## config.mk

```make
export PLATFORM = sky130hd
export DESIGN_NAME = tip_divider
export DESIGN_NICKNAME = d
export VERILOG_FILES = /design/src/rtl/tip_pkg.sv /design/src/rtl/tip_div_cell.sv /design/src/rtl/tip_divider.sv
export SDC_FILE = /design/constraint.sdc
export NUM_CORES = 2
export LEC_CHECK = 0
export BUFFER_PORTS_ARGS = -buffer_cell sky130_fd_sc_hd__buf_2
export CAP_MARGIN = 15
export CORE_MARGIN = 2
export CORE_UTILIZATION = 46
export DETAILED_ROUTE_END_ITERATION = 10
export PLACE_DENSITY = 0.64
export SYNTH_ARGS = -nofsm -noshare
export SYNTH_HDL_FRONTEND = slang
export SYNTH_HIERARCHICAL = 1
export SYNTH_SLANG_ARGS = --single-unit
```

## constraint.sdc

```tcl
create_clock -name i_clk -period 3.2 [get_ports i_clk]
set_input_delay 0.32 -clock i_clk [delete_from_list [all_inputs] [get_ports i_clk]]
set_output_delay 0.32 -clock i_clk [all_outputs]
set_load 0.03 [all_outputs]
```

## src/rtl/tip_pkg.sv

```systemverilog
// Package for the table interpolation block: status codes, divider word type
// and divider sizing. No dependencies.
package tip_pkg;

    localparam int DIV_CELLS = 5;
    localparam int DIV_STEPS = 65;
    localparam int STEP_W    = 7;

    typedef enum logic [1:0] {
        ST_OK    = 2'd0,
        ST_EMPTY = 2'd1,
        ST_RANGE = 2'd2,
        ST_ZERO  = 2'd3
    } t_status;

    localparam logic OP_LOAD  = 1'b0;
    localparam logic OP_QUERY = 1'b1;

    localparam logic CFG_POINTS = 1'b0;
    localparam logic CFG_GAIN   = 1'b1;

    localparam logic [31:0] GAIN_RESET = 32'd2846213;

    // word traveling along the divider chain
    typedef struct packed {
        logic              vld;
        logic [STEP_W-1:0] step;
        logic [31:0]       rem;
        logic [64:0]       dq;    // dividend bits out the top, quotient bits in the bottom
        logic [31:0]       den;
    } t_div_word;

endpackage

```

## src/rtl/tip_div_cell.sv

```systemverilog
// One restoring division step cell with a register on its output.
// Depends on tip_pkg.
module tip_div_cell
    import tip_pkg::*;
(
    input  logic      i_clk,
    input  logic      i_rst_n,
    input  t_div_word i_word,
    output t_div_word o_word
);

    t_div_word   r_word;
    t_div_word   n_word;
    logic [32:0] trial;

    always_comb begin
        n_word = i_word;
        trial  = {i_word.rem, i_word.dq[64]} - {1'b0, i_word.den};
        if (i_word.vld && (i_word.step < STEP_W'(DIV_STEPS))) begin
            n_word.step = i_word.step + STEP_W'(1);
            if (!trial[32]) begin
                n_word.rem = trial[31:0];
                n_word.dq  = {i_word.dq[63:0], 1'b1};
            end else begin
                n_word.rem = {i_word.rem[30:0], i_word.dq[64]};
                n_word.dq  = {i_word.dq[63:0], 1'b0};
            end
        end
    end

    always_ff @(posedge i_clk) begin
        if (!i_rst_n) begin
            r_word.vld <= 1'b0;
        end else begin
            r_word.vld <= n_word.vld;
        end
        r_word.step <= n_word.step;
        r_word.rem  <= n_word.rem;
        r_word.dq   <= n_word.dq;
        r_word.den  <= n_word.den;
    end

    assign o_word = r_word;

endmodule

```

## src/rtl/tip_divider.sv

```systemverilog
// Ring of division cells: a word circulates until all 65 steps are done.
// Depends on tip_pkg and tip_div_cell.
module tip_divider
    import tip_pkg::*;
(
    input  logic        i_clk,
    input  logic        i_rst_n,
    input  logic        i_start,
    input  logic [64:0] i_dividend,
    input  logic [31:0] i_divisor,
    output logic        o_done,
    output logic [64:0] o_quotient
);

    t_div_word link [DIV_CELLS+1];
    t_div_word head;
    t_div_word tail;
    logic      tail_done;

    assign tail      = link[DIV_CELLS];
    assign tail_done = tail.vld && (tail.step == STEP_W'(DIV_STEPS));

    always_comb begin
        head = tail;
        if (i_start) begin
            head.vld  = 1'b1;
            head.step = '0;
            head.rem  = '0;
            head.dq   = i_dividend;
            head.den  = i_divisor;
        end else if (tail_done) begin
            head.vld = 1'b0;
        end
    end

    assign link[0] = head;

    for (genvar g = 0; g < DIV_CELLS; g++) begin : g_cell
        tip_div_cell u_cell (
            .i_clk  (i_clk),
            .i_rst_n(i_rst_n),
            .i_word (link[g]),
            .o_word (link[g+1])
        );
    end

    assign o_done     = tail_done;
    assign o_quotient = tail.dq;

endmodule

```

==> impl_metrics.yaml <==
run_status:
  status: "completed"
yosys:
  synth_compound_area_frac: 0.142
  yosysTopAreaCell: "dfxtp_1"
  synthAdderAreaFrac: 0.0653
  synth_top_family_by_area: "simple AND/OR/NAND/NOR gates"
  ys_ff_latch: 685
  ys_top_cells_by_count: "nand2_1 (1280), dfxtp_1 (685), inv_1 (204)"
  yosysSeqAreaShare: 0.414
  syn_area_per_cell_um2: 8.19
  synth_edf_count: 0
  synthSimpleGateAreaFrac: 0.230
  synth_top_cell_area_share: 0.414
  synth_mux_area_frac: 0.0481
  synthXorXnorAreaFrac: 0.0441
  synth_top_flop_cell: "dfxtp_1"
  synthMostInstantiatedCell: "nand2_1"
  synth_nets: 4315
  netlist_top_cells_area: "dfxtp_1 (41%), nand2_1 (14%), ha_1 (6.2%), mux2_2 (3.3%), xnor2_1 (2.8%)"
  netlist_area_um2: 33100
  yosys_warnings: 6
  ys_types: 99
  async_reset_ff_frac: 0
  synth_cells: 4045
min_path:
  worstHoldPathType: "primary input to flip-flop"
global_route:
  grt_use_total: 0.238
  antenna_found_initial: 1
  grt_first_pass_wirelength_mm: 142
  grt_overflow: 0
  grt_max_degree: 70
  grt_pass1_vias: 26421
layout:
  nNetsFinal: 4615
  largest_reg_flops: 685
  syn_to_final_growth_pct: 19.1
  fill_cells: 6597
  stdcell_area_um2: 39500
  postLayoutCoreUtil: 0.553
  layout-drive-gt1-share: 0.177
routing:
  drt-total-wl_mm: 91.2
  via_per_inst: 5.24
  drc_errors: 0
  ant_nets: 0
  dr.pass1.iters: 6
  drt_iter0_markers: 2215
  wl_per_cell_um: 17.0
  vias: 28045
critical_path:
  critPathMaxFanout: 8
  cp-end-kind: "flip-flop"
  worstPathRequired_ns: 3.74
  worstSetupPathType: "flip-flop to flip-flop"
  worstPathArrival_ns: 3.74
  cp-start-kind: "flip-flop"
power_and_ir_drop:
  irDropWorstVdd_uv: 416
  p_leak_nw: 18.6
  powerDensity_nw_per_um2: 947
sta:
  worst_clock_skew_ns: 0.0284
  finalSetupViolCount: 0
  drv_slew: 0
  min_period_ns: 3.20
  fin_crit_sh: 0.999
  slew_headroom: 0.538
  hold_violations: 0
  clock.fmax_ghz: 0.313
  worst_pin_slew_ns: 0.693
floorplanning:
  dieWidth_um: 272
  die_h_um: 272
  start_util: 0.464
  rows: 98
  num_io_pins: 166
  core-area_um2: 71400
  die_area_um2: 74200
clocking:
  cts_sinks: 685
  cts_buffers: 73
  clock_path_buffers: 3
  htreeDepth: 3
  cts_tree: "built"
  path_clk_slew_ns: 0.06
  cts_root_buf: "clkbuf_16"
  clk_latency_ns: 0.63
placement:
  hpwlAfterDp_mm: 67.6
  placed_area_um2: 35800
  portBuffers: 165
  gp_congestion: 0.934
run:
  cap_violations: 0
==> per-layer routing <==
| layer | global-route usage | routed length (um) |
|---|---|---|
| met1 | 0.342 | 44600 |
| met2 | 0.376 | 40000 |
| met3 | 0.0315 | 4620 |
| met4 | 0.0638 | 1890 |
| met5 | 0 | 0 |
==> stage by stage <==
stage          setup slack [ns]  total power (W)  hold slack [ns]  setup TNS [ns]  instances
2_1_floorplan            0.0185           0.0226            0.331               0       4045
3_3_place_gp            -0.0644           0.0268            0.334          -0.461       5170
3_5_place_dp             -0.114           0.0269            0.338           -2.08       5170
4_1_cts                 0.00227           0.0360          0.00294               0       5335
5_1_grt                 -0.0639           0.0397           0.0102          -0.449       5352
6_report                0.00359           0.0374           0.0298               0       5353
==> cell type report <==
type	instances	area, um2	area share
Sequential cell	685	13700	0.348
Antenna cell	1	2.50	0.0000634
Multi-Input combinational cell	2969	18200	0.461
Clock buffer	91	1960	0.0496
Clock inverter	41	589	0.0149
Tap cell	950	1190	0.0301
Inverter	204	766	0.0194
Timing Repair Buffer	412	3050	0.0772
==> where the power goes <==
group	total [W]	switching (W)	leakage (nW)	internal, W
combinational	0.0163	0.00901	11.6	0.00726
sequential	0.0122	0.00172	5.74	0.0105
clock	0.00890	0.00366	1.22	0.00524
==> what timing repair did <==
action / CTS / global route
endpoints found under the setup margin: 30 / 109
gates resized for setup: 10 / 105
pin swaps: 7 / 44
setup buffers: 2 / 10
hold buffers: 31 / 0
cloned: 0 / 7
endpoints found under the hold margin: 35 / 0
==> kinds of logic after synthesis <==
group,after synthesis
AO/OA/AOI/OAI,697
XOR/XNOR,159
adder cells (fa/ha/maj),170
buffers and inverters,392
flip-flops,685
multiplexers,147
AND/OR/NAND/NOR,1795
==> layout by cell type (no fill, tap or decap), drive strengths merged, types with 21 or more instances in the layout <==
| cell | count |
|---|---|
| buf | 376 |
| nor3 | 36 |
| clkbuf | 96 |
| o211ai | 38 |
| nand4 | 32 |
| a21o | 61 |
| xor2 | 49 |
| dlygate4sd3 | 31 |
| a31oi | 99 |
| a21oi | 158 |
| inv | 209 |
| mux2i | 49 |
| nand3 | 92 |
| xnor2 | 111 |
| dfxtp | 685 |
| nand2 | 1286 |
| mux2 | 98 |
| o21a | 27 |
| and3 | 21 |
| nor2b | 58 |
| ha | 165 |
| nand2b | 24 |
| o21ai | 165 |
| nor2 | 160 |
| o21bai | 21 |
| and2 | 27 |
==> critical path, cell delays in order (launching register included) <==
cell	delay [ns]
dfxtp_1	0.37
inv_1	0.07
ha_2	0.22
a21oi_4	0.16
nand2_2	0.09
o2111ai_4	0.29
o2111ai_4	0.20
a311oi_4	0.45
o311ai_4	0.13
buf_6	0.16
xnor2_4	0.43
clkbuf_16	0.27
nand2_1	0.07
a31oi_1	0.19
==> final timing paths <==
kind                            slack [ns]  depth (start not counted)                            to                        start
worst max-delay path                 0.004                         13  g_cell[4].u_cell/o_word[101]  g_cell[3].u_cell/o_word[14]
worst min-delay path                  0.03                          2   g_cell[0].u_cell/o_word[29]                i_divisor[29]
worst max register to register       0.004                         13  g_cell[4].u_cell/o_word[101]  g_cell[3].u_cell/o_word[14]
worst min register to register        0.34                          0   g_cell[3].u_cell/o_word[27]  g_cell[2].u_cell/o_word[27]
(Power assumes the default switching activity.)
